### src/hw/rtl/assert_macros.svh
// Assertion macros for the RTL of the literal converter.
// Depends on nothing; take in with `include before the module that asserts.
`ifndef ASSERT_MACROS_SVH
`define ASSERT_MACROS_SVH
`ifndef SYNTHESIS
// Check that a property holds at every rising edge outside reset.
`define ILW_ASSERT(label, clk, rst_n, prop) \
	label: assert property (@(posedge clk) disable iff (!rst_n) prop) \
		else $error("ilw assertion failed");
// Check that a condition never occurs outside reset.
`define ILW_NEVER(label, clk, rst_n, cond) \
	label: assert property (@(posedge clk) disable iff (!rst_n) !(cond)) \
		else $error("ilw forbidden condition seen");
`else
`define ILW_ASSERT(label, clk, rst_n, prop)
`define ILW_NEVER(label, clk, rst_n, cond)
`endif
`endif

### src/hw/rtl/ilw_pkg.sv
// Types, constants and digit helpers for the integer literal converter.
// Depends on nothing; used by the channel interfaces and the top level.
`timescale 1ns / 1ps
`default_nettype none
package ilw_pkg;

	localparam int CHAR_BITS = 8;
	localparam int WORD_BITS = 32;

	typedef enum logic [1:0] {
		RADIX_NONE = 2'd0,
		RADIX_OCT  = 2'd1,
		RADIX_DEC  = 2'd2,
		RADIX_HEX  = 2'd3
	} radix_t;

	localparam logic [CHAR_BITS-1:0] CHAR_ZERO    = 8'h30;
	localparam logic [CHAR_BITS-1:0] CHAR_NINE    = 8'h39;
	localparam logic [CHAR_BITS-1:0] CHAR_UPPER_A = 8'h41;
	localparam logic [CHAR_BITS-1:0] CHAR_UPPER_Z = 8'h5A;
	localparam logic [CHAR_BITS-1:0] CHAR_LOWER_X = 8'h78;
	localparam logic [CHAR_BITS-1:0] CHAR_UPPER_X = 8'h58;
	localparam logic [CHAR_BITS-1:0] CASE_OFFSET  = 8'h20;

	localparam logic [WORD_BITS-1:0] DIGIT_BIAS  = 32'd48;
	localparam logic [WORD_BITS-1:0] LETTER_BIAS = 32'd87;
	localparam logic [WORD_BITS-1:0] SIGN_ONLY   = 32'h8000_0000;

	// Largest accumulator that still scales without loss, per radix.
	localparam logic [WORD_BITS-1:0] LIMIT_OCT = (32'h7FFF_FFFF / 32'd8) * 32'd2 + 32'd1;
	localparam logic [WORD_BITS-1:0] LIMIT_DEC = (32'h7FFF_FFFF / 32'd10) * 32'd2 + 32'd1;
	localparam logic [WORD_BITS-1:0] LIMIT_HEX = (32'h7FFF_FFFF / 32'd16) * 32'd2 + 32'd1;

	// Map a character to its digit, unchecked; letters fold to lower case.
	function automatic logic [WORD_BITS-1:0] digit_of(input logic [CHAR_BITS-1:0] c);
		logic [CHAR_BITS-1:0] low;
		low = (c >= CHAR_UPPER_A && c <= CHAR_UPPER_Z) ? c + CASE_OFFSET : c;
		if (c >= CHAR_ZERO && c <= CHAR_NINE) begin
			return {{(WORD_BITS-CHAR_BITS){1'b0}}, low} - DIGIT_BIAS;
		end
		return {{(WORD_BITS-CHAR_BITS){1'b0}}, low} - LETTER_BIAS;
	endfunction

endpackage
`default_nettype wire

### src/hw/rtl/ilw_if.sv
// Valid/ready channels of the literal converter: characters in, words out.
// Depends on ilw_pkg for the field widths.
`timescale 1ns / 1ps
`default_nettype none
interface ilw_char_if;
	logic                           valid;
	logic                           ready;
	logic [ilw_pkg::CHAR_BITS-1:0]  char_code;
	logic                           negate;
	logic                           last_char;

	modport source(output valid, char_code, negate, last_char, input ready);
	modport sink(input valid, char_code, negate, last_char, output ready);
endinterface

interface ilw_word_if;
	logic                           valid;
	logic                           ready;
	logic [ilw_pkg::WORD_BITS-1:0]  value;
	logic                           overflowed;
	logic                           sign_warning;

	modport source(output valid, value, overflowed, sign_warning, input ready);
	modport sink(input valid, value, overflowed, sign_warning, output ready);
endinterface
`default_nettype wire

### src/hw/rtl/integer_literal_to_word32.sv
// Top level of the integer literal converter: character stream in, 32-bit word out.
// Depends on ilw_pkg, ilw_if.sv (channels) and assert_macros.svh.
`timescale 1ns / 1ps
`default_nettype none
`include "assert_macros.svh"

// Converts an integer literal, sent one character per request on chars with
// last_char marking its final character, into a 32-bit word on words, picking
// the radix from the prefix: "0x"/"0X" hex, a leading '0' octal, otherwise
// decimal. Digits are not checked. On overflow the rest of the literal is
// skipped and value carries the position (from 0) of the offending character
// with overflowed set; a decimal word with bit 31 set, other than 0x80000000,
// sets sign_warning. negate on the final character gives the two's complement
// (0x80000000 is left as is). Throughput is one character per cycle while no final
// character waits for the result register: each character is held in the input
// register, then one constant-radix shift-add with a carry compare updates the
// accumulator. A word is loaded into the result register as its final character
// leaves the input register, when that register is free or being emptied, and
// is held there until taken. Only a final character waits for the result register;
// a stalled result does not hold up the characters of the next literal until
// its own final character arrives.
module integer_literal_to_word32 #(
	parameter int POSITION_BITS = 10
) (
	input  wire          clk,
	input  wire          arst_n,
	ilw_char_if.sink     chars,
	ilw_word_if.source   words
);

	localparam int WB = ilw_pkg::WORD_BITS;
	localparam int CB = ilw_pkg::CHAR_BITS;
	localparam logic [POSITION_BITS-1:0] POS_LIMIT = {POSITION_BITS{1'b1}};
	localparam logic [POSITION_BITS-1:0] POS_PREFIX = POSITION_BITS'(1);

	// Input register
	logic                   valid_s1;
	logic [CB-1:0]          char_s1;
	logic                   negate_s1;
	logic                   last_s1;

	// Literal state
	logic [POSITION_BITS-1:0] pos_q;
	ilw_pkg::radix_t          radix_q;
	logic [WB-1:0]            acc_q;
	logic                     ovf_q;
	logic [POSITION_BITS-1:0] ovf_pos_q;

	// Result register
	logic                   out_valid_q;
	logic [WB-1:0]          value_q;
	logic                   overflowed_q;
	logic                   warn_q;

	logic                   consume;
	logic                   finish;

	ilw_pkg::radix_t          nxt_radix;
	logic                     take;
	logic [WB-1:0]            digit;
	logic [WB-1:0]            scaled;
	logic [WB-1:0]            limit;
	logic [WB:0]              sum;
	logic                     step_ovf;
	logic [WB-1:0]            nxt_acc;
	logic                     nxt_ovf;
	logic [POSITION_BITS-1:0] nxt_ovf_pos;
	logic [POSITION_BITS-1:0] nxt_pos;
	logic [WB-1:0]            res_value;
	logic                     res_warn;

	// A final character needs room in the result register; others always move on.
	assign consume     = valid_s1 && (!last_s1 || !out_valid_q || words.ready);
	assign finish      = consume && last_s1;
	assign chars.ready = !valid_s1 || consume;

	always_ff @(posedge clk or negedge arst_n) begin
		if (!arst_n) begin
			valid_s1 <= 1'b0;
		end else if (chars.ready) begin
			valid_s1 <= chars.valid;
		end
	end

	always_ff @(posedge clk) begin
		if (chars.ready && chars.valid) begin
			char_s1   <= chars.char_code;
			negate_s1 <= chars.negate;
			last_s1   <= chars.last_char;
		end
	end

	// One character step: settle the radix from the prefix, then scale and add.
	always_comb begin
		nxt_radix = radix_q;
		take      = 1'b1;
		if (!ovf_q) begin
			unique case (radix_q)
				ilw_pkg::RADIX_NONE: begin
					if (char_s1 == ilw_pkg::CHAR_ZERO) begin
						nxt_radix = ilw_pkg::RADIX_OCT;
						take      = 1'b0;
					end else begin
						nxt_radix = ilw_pkg::RADIX_DEC;
					end
				end
				ilw_pkg::RADIX_OCT: begin
					if (pos_q == POS_PREFIX && (char_s1 == ilw_pkg::CHAR_LOWER_X ||
							char_s1 == ilw_pkg::CHAR_UPPER_X)) begin
						nxt_radix = ilw_pkg::RADIX_HEX;
						take      = 1'b0;
					end
				end
				ilw_pkg::RADIX_DEC, ilw_pkg::RADIX_HEX: begin
				end
			endcase
		end

		digit = ilw_pkg::digit_of(char_s1);
		unique case (nxt_radix)
			ilw_pkg::RADIX_HEX: begin
				scaled = acc_q << 4;
				limit  = ilw_pkg::LIMIT_HEX;
			end
			ilw_pkg::RADIX_OCT: begin
				scaled = acc_q << 3;
				limit  = ilw_pkg::LIMIT_OCT;
			end
			ilw_pkg::RADIX_NONE, ilw_pkg::RADIX_DEC: begin
				scaled = (acc_q << 3) + (acc_q << 1);
				limit  = ilw_pkg::LIMIT_DEC;
			end
		endcase

		// Carry out of the add is the wrap test on the digit.
		sum      = {1'b0, scaled} + {1'b0, digit};
		step_ovf = !ovf_q && take && (acc_q > limit || sum[WB]);

		nxt_acc     = (!ovf_q && take && !step_ovf) ? sum[WB-1:0] : acc_q;
		nxt_ovf     = ovf_q || step_ovf;
		nxt_ovf_pos = step_ovf ? pos_q : ovf_pos_q;
		nxt_pos     = (pos_q == POS_LIMIT) ? pos_q : pos_q + POSITION_BITS'(1);

		res_warn  = nxt_radix == ilw_pkg::RADIX_DEC && nxt_acc[WB-1] &&
			nxt_acc != ilw_pkg::SIGN_ONLY;
		res_value = nxt_acc;
		if (negate_s1 && nxt_acc != ilw_pkg::SIGN_ONLY) begin
			res_value = '0 - nxt_acc;
		end
		if (nxt_ovf) begin
			res_value = {{(WB-POSITION_BITS){1'b0}}, nxt_ovf_pos};
			res_warn  = 1'b0;
		end
	end

	// Advance the literal state; drop back to reset after the final character.
	always_ff @(posedge clk or negedge arst_n) begin
		if (!arst_n) begin
			pos_q     <= '0;
			radix_q   <= ilw_pkg::RADIX_NONE;
			acc_q     <= '0;
			ovf_q     <= 1'b0;
			ovf_pos_q <= '0;
		end else if (finish) begin
			pos_q     <= '0;
			radix_q   <= ilw_pkg::RADIX_NONE;
			acc_q     <= '0;
			ovf_q     <= 1'b0;
			ovf_pos_q <= '0;
		end else if (consume) begin
			pos_q     <= nxt_pos;
			radix_q   <= nxt_radix;
			acc_q     <= nxt_acc;
			ovf_q     <= nxt_ovf;
			ovf_pos_q <= nxt_ovf_pos;
		end
	end

	// Result register: load on a final character, hold until taken.
	always_ff @(posedge clk or negedge arst_n) begin
		if (!arst_n) begin
			out_valid_q <= 1'b0;
		end else if (finish) begin
			out_valid_q <= 1'b1;
		end else if (words.ready) begin
			out_valid_q <= 1'b0;
		end
	end

	always_ff @(posedge clk) begin
		if (finish) begin
			value_q      <= res_value;
			overflowed_q <= nxt_ovf;
			warn_q       <= res_warn;
		end
	end

	assign words.valid        = out_valid_q;
	assign words.value        = value_q;
	assign words.overflowed   = overflowed_q;
	assign words.sign_warning = warn_q;

	`ILW_NEVER(a_ovf_no_warn, clk, arst_n, out_valid_q && overflowed_q && warn_q)
	`ILW_ASSERT(a_s1_holds, clk, arst_n, valid_s1 && !consume |=> valid_s1 && $stable(char_s1) && $stable(last_s1))
	`ILW_ASSERT(a_state_clears, clk, arst_n, finish |=> pos_q == '0 && radix_q == ilw_pkg::RADIX_NONE && acc_q == '0 && !ovf_q)
	`ILW_ASSERT(a_result_held, clk, arst_n, out_valid_q && !words.ready |=> out_valid_q && $stable(value_q))
	`ILW_NEVER(a_hex_after_prefix, clk, arst_n, radix_q == ilw_pkg::RADIX_HEX && pos_q < POSITION_BITS'(2))

endmodule
`default_nettype wire
### src/flat_wrapper.sv
// flat-port wrapper written by rule: the top's interface ports become plain ports
module integer_literal_to_word32_flat 
#(
	parameter int POSITION_BITS = 10
)
  (clk, arst_n, chars_valid, chars_char_code, chars_negate, chars_last_char, chars_ready, words_valid, words_value, words_overflowed, words_sign_warning, words_ready);
  ilw_char_if chars_i ();
  ilw_word_if words_i ();
  input  wire clk;
  input  wire arst_n;
  input wire logic [$bits(chars_i.valid)-1:0] chars_valid;
  input wire logic [$bits(chars_i.char_code)-1:0] chars_char_code;
  input wire logic [$bits(chars_i.negate)-1:0] chars_negate;
  input wire logic [$bits(chars_i.last_char)-1:0] chars_last_char;
  output wire logic [$bits(chars_i.ready)-1:0] chars_ready;
  output wire logic [$bits(words_i.valid)-1:0] words_valid;
  output wire logic [$bits(words_i.value)-1:0] words_value;
  output wire logic [$bits(words_i.overflowed)-1:0] words_overflowed;
  output wire logic [$bits(words_i.sign_warning)-1:0] words_sign_warning;
  input wire logic [$bits(words_i.ready)-1:0] words_ready;
  assign chars_i.valid = chars_valid;
  assign chars_i.char_code = chars_char_code;
  assign chars_i.negate = chars_negate;
  assign chars_i.last_char = chars_last_char;
  assign chars_ready = chars_i.ready;
  assign words_valid = words_i.valid;
  assign words_value = words_i.value;
  assign words_overflowed = words_i.overflowed;
  assign words_sign_warning = words_i.sign_warning;
  assign words_i.ready = words_ready;
  integer_literal_to_word32 #(.POSITION_BITS(POSITION_BITS)) u_core (.clk(clk), .arst_n(arst_n), .chars(chars_i), .words(words_i));
endmodule
### config.mk
export PLATFORM = sky130hd
export DESIGN_NAME = integer_literal_to_word32_flat
export DESIGN_NICKNAME = d
export VERILOG_FILES = /design/src/hw/rtl/ilw_pkg.sv /design/src/hw/rtl/ilw_if.sv /design/src/hw/rtl/integer_literal_to_word32.sv /design/src/flat_wrapper.sv
export VERILOG_INCLUDE_DIRS = /design/src /design/src/hw/rtl
export SDC_FILE = /design/constraint.sdc
export NUM_CORES = 1
export LEC_CHECK = 0
export BUFFER_PORTS_ARGS = -buffer_cell sky130_fd_sc_hd__buf_2
export CORE_MARGIN = 2
export CORE_UTILIZATION = 50
export CTS_CLUSTER_DIAMETER = 40
export DETAILED_ROUTE_END_ITERATION = 8
export PLACE_DENSITY = 0.67
export SYNTH_ARGS = -nofsm -noshare
export SYNTH_HDL_FRONTEND = slang
export SYNTH_SLANG_ARGS = --single-unit
### constraint.sdc
create_clock -name clk -period 16.43 [get_ports clk]
set_input_delay 3.286 -clock clk [delete_from_list [all_inputs] [get_ports clk]]
set_output_delay 3.286 -clock clk [all_outputs]
set_load 0.01 [all_outputs]
==> results of run 1 <==
==> worst max-delay path, delay by kind of cell (launching register included) <==
family	cells	cell delay, ns
AO/OA/AOI/OAI	13	3.21
XOR/XNOR	1	0.15
adder cells (fa/ha/maj)	4	1.19
buffers and inverters	1	0.06
flip-flops	1	0.55
multiplexers	1	0.45
AND/OR/NAND/NOR	15	3.14
==> path summary, 6_finish.rpt <==
kind / startpoint / to / depth (start not counted)
max in group asynchronous: arst_n / u_core.acc_q[4]$_DFFE_PN0P_ / 2
setup reg to reg: u_core.acc_q[2]$_DFFE_PN0P_ / u_core.words.value[3]$_DFFE_PP_ / 35
setup / recovery: u_core.acc_q[2]$_DFFE_PN0P_ / u_core.words.value[3]$_DFFE_PP_ / 35
hold / removal: u_core.ovf_pos_q[7]$_DFFE_PN0P_ / u_core.ovf_pos_q[7]$_DFFE_PN0P_ / 2
min in group asynchronous: arst_n / u_core.acc_q[28]$_DFFE_PN0P_ / 2
hold reg to reg: u_core.ovf_pos_q[7]$_DFFE_PN0P_ / u_core.ovf_pos_q[7]$_DFFE_PN0P_ / 2
==> synthesized netlist by cell type (12+ instances only) <==
cell | count | share of area (%)
xor2_1 | 32 | 2.8
dfrtp_1 | 57 | 14
nand4_1 | 14 | 0.86
edfxtp_1 | 44 | 13
and2_1 | 12 | 0.74
a22oi_1 | 17 | 1.3
inv_1 | 35 | 1.3
nand2b_1 | 21 | 1.3
nand3_1 | 30 | 1.5
o21a_1 | 13 | 0.96
mux2i_1 | 49 | 4.8
a211oi_1 | 16 | 1.2
a21o_1 | 30 | 2.2
and3_1 | 13 | 0.80
nor4_1 | 13 | 0.80
xnor2_1 | 50 | 4.3
nor3_1 | 31 | 1.5
nand2_1 | 123 | 4.5
ha_1 | 85 | 10
o31ai_1 | 12 | 0.89
o21bai_1 | 12 | 0.89
o21ai_0 | 124 | 6.1
nor2_1 | 101 | 3.7
clkbuf_1 | 51 | 1.9
a21oi_1 | 98 | 4.8
==> metal layers <==
metal	routed length [µm]	vias up
met5	13	-
met4	1070	2
met3	1290	66
met2	13100	310
met1	12000	4374
li1	-	4661
==> cell families after synthesis <==
logic type	after synthesis	synth area share (%)
AND/OR/NAND/NOR	425	21.0
AO/OA/AOI/OAI	402	24.8
buffers and inverters	101	4.02
flip-flops	101	27.0
adder cells (fa/ha/maj)	87	10.9
XOR/XNOR	82	7.06
multiplexers	52	5.15
==> cell type report <==
class	count	area, µm²	share of cell area, %
timing repair buffer	58	313	2.88
clock inverter	6	55.1	0.507
multi-input combinational	1048	7030	64.8
sequential	101	2750	25.3
tap	270	338	3.11
inverter	36	135	1.25
clock buffer	10	229	2.11
==> per-stage QoR <==
step	hold slack, ns	worst slack [ns]
floorplan	0.442	8.63
global placement	0.454	7.81
detailed placement	0.462	7.66
CTS	0.477	7.62
global route	0.526	6.69
finish	0.479	7.41
==> sequential cells by signal, indices dropped and copies added, names as in the netlist <==
register / cells
u_core.ovf_q: 1
u_core.words.valid: 1
u_core.ovf_pos_q: 10
u_core.acc_q: 32
u_core.radix_q: 2
u_core.last_s1: 1
u_core.pos_q: 10
u_core.char_s1: 8
u_core.negate_s1: 1
u_core.words.overflowed: 1
u_core.words.sign_warning: 1
u_core.valid_s1: 1
u_core.words.value: 32
==> impl_results.md, run 1 <==
- Outcome: completed
- Gr usage total: roughly 26%
- Drc violations: 0
- Relative slew slack: 33.4%
- Met3 Use GR: ~3.3%
- GRT busiest layer: met2
- Fillers: 1883
- Final Max Tran Viols: 0
- Syn Area/Cell: 8.14 µm²
- Most used cell, CP: a21oi_1
- Post-synth top flop: dfrtp_1
- Die height: 147 µm
- Cell area after synthesis: 10200 µm²
- Worst Tran Pin Value: about 1.0 ns
- Post-CTS Resized: 0
- CTS tree: yes
- M2 GR Usage: approximately 43%
- Vias: approximately 9.4k
- Crit-path slowest cell: dfrtp_1
- Final HPWL from detailed placement: approximately 20 mm
- Total wire length: about 27 mm
- Largest net degree at the start of global routing: 79
- Starting Density: about 50%
- Clock Sinks: roughly 100
- Maximum clock insertion buffer count: 2
- Fin util: 54.0%
- DR WL/cell: around 18 µm
- Worst Path Max Fanout: 18
- Clock Latency Late Sink: approximately 0.36 ns
- Row count: 52
- Crit Path Class: register to register
- Setup violators final: 0
- Final Cell Area: around 11000 µm²
- Placed cell count: approximately 1.5k
- Antenna violations before repair: 1
- Most frequent cells in the layout: o21ai_0 (124), nand2_1 (123), nor2_1 (99)
- Post-CTS Setup Bufs: 0
- Finished Layout Cells: 1529
- Final period utilization: between 50 and 60%
- Die Area: about 21000 µm²
- GP Congestion: approximately 0.94
- CTS Hold Bufs: 0
- Max stage delay on crit path: between 0.5 and 0.6 ns
- Root Buffer: clkbuf_16
- Vias/cell: a little over 6
- Post-synthesis instance total: 1250
- Fmax: ~0.11 GHz
- Ys Warns: 0
- Pre-Repair DR Iteration Count: 5
- Crit path launch type: register
- Number of synthesized flops with an enable pin: between 40 and 50
- Total of max-cap violations: 0
- Syn nets: 1351
- Vias in the first global route: 8788
- Crit path arrival time: a little over 9 ns
- DR iter-0 viols: 745
- First-pass GRT wire length: roughly 45 mm
- Clk_skew: 0.0111 ns
- FF+latch count, synth: 101
- Minimum clock period: around 9.0 ns
- Htree depth: 3
- Final ANT Viol Nets: 0
- Setup crit end kind: register
- I/O Pins: 50
- Sequential area share after synthesis: approximately 27%
- R2r setup slk: between 7 and 8 ns
- HP Class: register to register
- Required time worst endpoint: roughly 17 ns
- Chip width: 147 µm
- GR Util met1: 32.9%
- DP Area: 10600 µm²
- RSZ-0062 raised after global routing: false
- Grt total ovfl: 0
- Setup TNS: 0 ns
- Ant. Diodes: 0
- Num CTS Buffers: 9
- I/O Buffers: between 40 and 50
- Reg clk slew, reported paths: 0.07 ns
- Final hold violations: 0
- Synth unique cells: a little over 80
- Core area: 20100 µm²
- Layout area overhead: 6.69%
- Net total in the final layout: between 1k and 1.5k
- Share of layout cells above drive strength 1: 7.94%
- Most common cell after layout, fill and taps aside: o21ai_0
- Share of flip-flops with an asynchronous set or reset: ~56%
Power of run 1 is not shown: default switching activity piles up to over one toggle a cycle in this logic, so the estimate is an artifact.
==> run 2, diff against run 1 <==
==> constraint.sdc (replaced) <==
create_clock -name clk -period 8.3 [get_ports clk]
set_input_delay 1.66 -clock clk [delete_from_list [all_inputs] [get_ports clk]]
set_output_delay 1.66 -clock clk [all_outputs]
set_load 0.01 [all_outputs]
==> impl_results.md, run 2 (same netlist as run 1, synthesis figures left out) <==
- Outcome: completed
- Share of layout cells above drive strength 1: 10.9% (+3.0 points)
- Final Max Tran Viols: 0 (unchanged)
- Register Area: 2750 µm² (unchanged)
- Footprint of the multi-input gates: 7130 µm² (+1.4%)
- Clock Sinks: 101 (unchanged)
- R2r setup slk: 0.63 ns (-6.78 ns)
- Fillers: 1863 (-1.1%)
- Vias: 9591 (+1.9%)
- Critical R2R Capture: u_core.words.value[28]$_SDFFCE_PP0P_
- Relative slew slack: 36.1% (+2.7 points)
- Max stage delay on crit path: 0.42 ns (-0.13 ns)
- Vias in the first global route: 8938 (+1.7%)
- Maximum clock insertion buffer count: 2 (unchanged)
- Crit path arrival time: 7.77 ns (-1.35 ns)
- Worst R2R Path Depth: 34 (-2.9%)
- Crit-path slowest cell: a2111oi_1
- Layout area overhead: 9.68%
- First-pass GRT wire length: 46.2 mm (+2.9%)
- Htree depth: 3 (unchanged)
- Row count: 52 (unchanged)
- Required time worst endpoint: 8.40 ns (-8.12 ns)
- Minimum clock period: 7.67 ns (-1.35 ns)
- DR WL/cell: 18.5 µm (+2.8%)
- I/O Buffers: 49 (unchanged)
- Most frequent cells in the layout: o21ai_0 (123), nand2_1 (123), nor2_1 (99)
- Chip width: 147 µm (unchanged)
- DR iter-0 viols: 775 (+4.0%)
- Final hold violations: 0 (unchanged)
- Total wire length: 28.7 mm (+4.6%)
- Die height: 147 µm (unchanged)
- Setup crit end kind: register
- Pre-Repair DR Iteration Count: 5 (unchanged)
- GP Congestion: 0.956 (+1.9%)
- Net total in the final layout: 1381 (+1.9%)
- CP Capture Point: u_core.words.value[28]$_SDFFCE_PP0P_
- Fin util: 55.5% (+1.5 points)
- CP startpoint: u_core.acc_q[1]$_DFFE_PN0P_
- Num CTS Buffers: 9 (unchanged)
- Ant. Diodes: 0 (unchanged)
- Final Cell Area: 11200 µm² (+2.8%)
- DP Area: 10800 µm² (+1.8%)
- Clk_skew: 0.00977 ns (-0.00134 ns)
- Crit path launch type: register
- I/O Pins: 50 (unchanged)
- Total of max-cap violations: 0 (unchanged)
- Reg clk slew, reported paths: 0.07 ns (about the same)
- R2R Path Start: u_core.acc_q[1]$_DFFE_PN0P_
- Most used cell, CP: ha_1
- Fmax: 0.130 GHz (+18%)
- Worst Path Max Fanout: 6 (-12)
- Final period utilization: 92.5% (+38 points)
- Final ANT Viol Nets: 0 (unchanged)
- Core area: 20100 µm² (unchanged)
- Clock Latency Late Sink: 0.36 ns (about the same)
- Root Buffer: clkbuf_16
- CTS tree: yes
- Gr usage total: 26.6% (+1.0 points)
- Vias/cell: 6.17 (+0.19%)
- Setup violators final: 0 (unchanged)
- Largest net degree at the start of global routing: 60 (-24%)
- Antenna violations before repair: 0 (-1)
- Starting Density: 50.6% (unchanged)
- Worst Tran Pin Value: 0.950 ns (-0.0488 ns)
- Final HPWL from detailed placement: 21.5 mm (+5.4%)
- Die Area: 21500 µm² (unchanged)
- Grt total ovfl: 0 (unchanged)
- Drc violations: 0 (unchanged)
- Setup TNS: 0 ns (unchanged)
- Crit Path Class: register to register
- HP Class: register to register
- Min-Delay Path Depth: 2 (unchanged)
[run 2: area by class of cell]
class | instances | share of cell area [%]
clock buffers | 11 | 2.28
clock inverters | 5 | 0.348
inverters | 36 | 1.21
multi-input cells | 1049 | 63.9
flip-flops and latches | 101 | 24.6
well taps | 270 | 3.03
repair buffers | 83 | 4.60
[run 2: worst min path at each step]
stage                                          from                         endpoint
floorplan           u_core.ovf_pos_q[7]$_DFFE_PN0P_  u_core.ovf_pos_q[7]$_DFFE_PN0P_
global placement    u_core.ovf_pos_q[9]$_DFFE_PN0P_  u_core.ovf_pos_q[9]$_DFFE_PN0P_
detailed placement  u_core.ovf_pos_q[9]$_DFFE_PN0P_  u_core.ovf_pos_q[9]$_DFFE_PN0P_
CTS                 u_core.ovf_pos_q[9]$_DFFE_PN0P_  u_core.ovf_pos_q[9]$_DFFE_PN0P_
global route        u_core.ovf_pos_q[9]$_DFFE_PN0P_  u_core.ovf_pos_q[9]$_DFFE_PN0P_
finish              u_core.ovf_pos_q[9]$_DFFE_PN0P_  u_core.ovf_pos_q[9]$_DFFE_PN0P_
[run 2: stage by stage]
stage	setup slack (ns)	hold slack [ns]	instances
after detailed placement	0.0504	0.466	1536
after global placement	0.179	0.459	1536
after CTS	0.0234	0.479	1552
final	0.626	0.477	1555
after global routing	-0.0204	0.495	1555
after floorplan	0.501	0.442	1250
[run 2: worst max-delay path, delay by kind of cell, from the launching register on]
family | cells | cell delay, ns
fa+ha+maj | 3 | 0.83
flops | 1 | 0.38
compound gates | 16 | 3.66
xor+xnor | 2 | 0.32
simple gates | 9 | 1.59
mux | 1 | 0.27
buf+inv | 3 | 0.39
[run 2: repair_timing]
action,in CTS,in global routing
hold buffers,0,0
setup endpoints to repair,0,28
buffers inserted,0,2
resized for setup,0,19
endpoints found under the hold margin,0,0
[run 2: per-layer routing]
metal,up-vias,global-route usage [%],share of wire (%)
li1,4701,-,-
met1,4515,34.0,43
met2,308,45.7,48
met3,67,3.31,4.6
met4,0,10.5,3.9
met5,-,0,0
Power of run 2 is left out for the same reason.
==> run 3, diff against run 2 <==
--- a/config.mk
+++ b/config.mk
@@ -12,6 +12,7 @@
 export CTS_CLUSTER_DIAMETER = 40
 export DETAILED_ROUTE_END_ITERATION = 8
 export PLACE_DENSITY = 0.67
+export SLEW_MARGIN = 20
 export SYNTH_ARGS = -nofsm -noshare
 export SYNTH_HDL_FRONTEND = slang
 export SYNTH_SLANG_ARGS = --single-unit
==> constraint.sdc (replaced) <==
create_clock -name clk -period 8.3 [get_ports clk]
set_input_delay 0.83 -clock clk [delete_from_list [all_inputs] [get_ports clk]]
set_output_delay 0.83 -clock clk [all_outputs]
set_load 0.01 [all_outputs]
==> impl_results.md, run 3 (same netlist as run 1, synthesis figures left out) <==
- Outcome: completed
- Clock Latency Late Sink: 0.35 ns (about the same)
- Total of max-cap violations: 0 (unchanged)
- Most used cell, CP: nand3_1
- Drc violations: 0 (unchanged)
- Relative slew slack: 36.8% (+0.68 points)
- I/O Pins: 50 (unchanged)
- Root Buffer: clkbuf_16
- Vias: 9565 (-0.27%)
- Max stage delay on crit path: 0.44 ns (+0.02 ns)
- Crit path launch type: register
- Ant. Diodes: 0 (unchanged)
- Most frequent cells in the layout: o21ai_0 (123), nand2_1 (123), nor2_1 (99)
- GP Congestion: 0.957 (about the same)
- Setup crit end kind: register
- Chip width: 147 µm (unchanged)
- Maximum clock insertion buffer count: 2 (unchanged)
- Largest net degree at the start of global routing: 60 (unchanged)
- Fillers: 1857 (-0.32%)
- Vias in the first global route: 8995 (+0.64%)
- Worst Path Max Fanout: 11 (+5)
- DR WL/cell: 18.2 µm (-1.3%)
- Worst Tran Pin Value: 0.946 ns (-0.00429 ns)
- Register Area: 2750 µm² (unchanged)
- Final HPWL from detailed placement: 21.4 mm (-0.56%)
- Final period utilization: 93.2% (+0.75 points)
- Die height: 147 µm (unchanged)
- Starting Density: 50.6% (unchanged)
- Share of layout cells above drive strength 1: 10.8% (-0.086 points)
- Finished Layout Cells: 1556 (+0.064%)
- Row count: 52 (unchanged)
- Pre-Repair DR Iteration Count: 5 (unchanged)
- Total wire length: 28.3 mm (-1.3%)
- Vias/cell: 6.15 (-0.34%)
- Crit Path Class: register to register
- Net total in the final layout: 1382 (+0.072%)
- Htree depth: 3 (unchanged)
- CTS tree: yes
- Num CTS Buffers: 9 (unchanged)
- Die Area: 21500 µm² (unchanged)
- Setup violators final: 0 (unchanged)
- Core area: 20100 µm² (unchanged)
- Gr usage total: 26.4% (-0.20 points)
- Final ANT Viol Nets: 0 (unchanged)
- Reg clk slew, reported paths: 0.07 ns (about the same)
- I/O Buffers: 49 (unchanged)
- Clock Sinks: 101 (unchanged)
- Minimum clock period: 7.74 ns (+0.0623 ns)
- Final Max Tran Viols: 0 (unchanged)
- Footprint of the multi-input gates: 7110 µm² (-0.33%)
- Crit path arrival time: 7.82 ns (+0.05 ns)
- Clk_skew: 0.0113 ns (+0.00151 ns)
- Antenna violations before repair: 0 (unchanged)
- Fmax: 0.129 GHz (-0.81%)
- DR iter-0 viols: 707 (-8.8%)
- Grt total ovfl: 0 (unchanged)
- Layout area overhead: 9.46%
- CTS Hold Bufs: 0 (unchanged)
- First-pass GRT wire length: 46.1 mm (-0.24%)
- Crit-path slowest cell: fa_1
- Placed cell count: 1536 (unchanged)
- HP Class: register to register
- Final hold violations: 0 (unchanged)
- Required time worst endpoint: 8.39 ns (about the same)
-- run 3: path summary, 6_finish.rpt --
kind	start	end	slack, ns	cells after the start
worst max-delay path	u_core.acc_q[3]$_DFFE_PN0P_	u_core.words.value[11]$_SDFFCE_PP0P_	0.56	36
max in group asynchronous	arst_n	u_core.ovf_pos_q[8]$_DFFE_PN0P_	7.11	2
min in group asynchronous	arst_n	u_core.acc_q[27]$_DFFE_PN0P_	0.62	2
worst min-delay path	u_core.ovf_pos_q[7]$_DFFE_PN0P_	u_core.ovf_pos_q[7]$_DFFE_PN0P_	0.48	2
worst min register to register	u_core.ovf_pos_q[7]$_DFFE_PN0P_	u_core.ovf_pos_q[7]$_DFFE_PN0P_	0.48	2
worst max register to register	u_core.acc_q[3]$_DFFE_PN0P_	u_core.words.value[11]$_SDFFCE_PP0P_	0.56	36
-- run 3: repair_timing --
item | CTS | global route
setup endpoints to repair | 0 | 26
gates resized for setup | 0 | 16
buffers inserted | 0 | 3
-- run 3: worst max-delay path: cells and delay by family, from the launching register on --
kind	cells	cell delay [ns]
DFF	1	0.35
and+or+nand+nor	15	2.42
muxes	1	0.24
xor gates and xnor gates	2	0.33
adders and majority gates	3	0.95
buffers and inverters	3	0.43
AOI/OAI and AO/OA	12	2.72
-- run 3: cell type report --
class	count	share of cell area, %
multi-input cells	1049	63.8
flip-flops and latches	101	24.7
repair buffers	84	4.68
well taps	270	3.03
clock buffers	10	2.06
inverters	36	1.21
clock inverters	6	0.517
-- run 3: per-layer routing --
layer	GRT usage, %	wire [µm]
met3	3.28	1270
met1	33.7	12200
met4	11.2	1300
met5	0	0
met2	45.1	13500
-- run 3: per-stage QoR --
stage                     hold WS, ns  setup TNS [ns]  utilization (%)  area (µm²)  setup WS, ns
final                           0.482               0             55.4       11100         0.564
after global routing            0.512          -0.157             55.4       11100       -0.0469
after CTS                       0.481               0             54.9       11000        0.0650
after detailed placement        0.465               0             53.5       10800        0.0882
after global placement          0.459               0             53.5       10800         0.179
after floorplan                 0.442               0                -       10200         0.501
Power of run 3 is left out for the same reason.
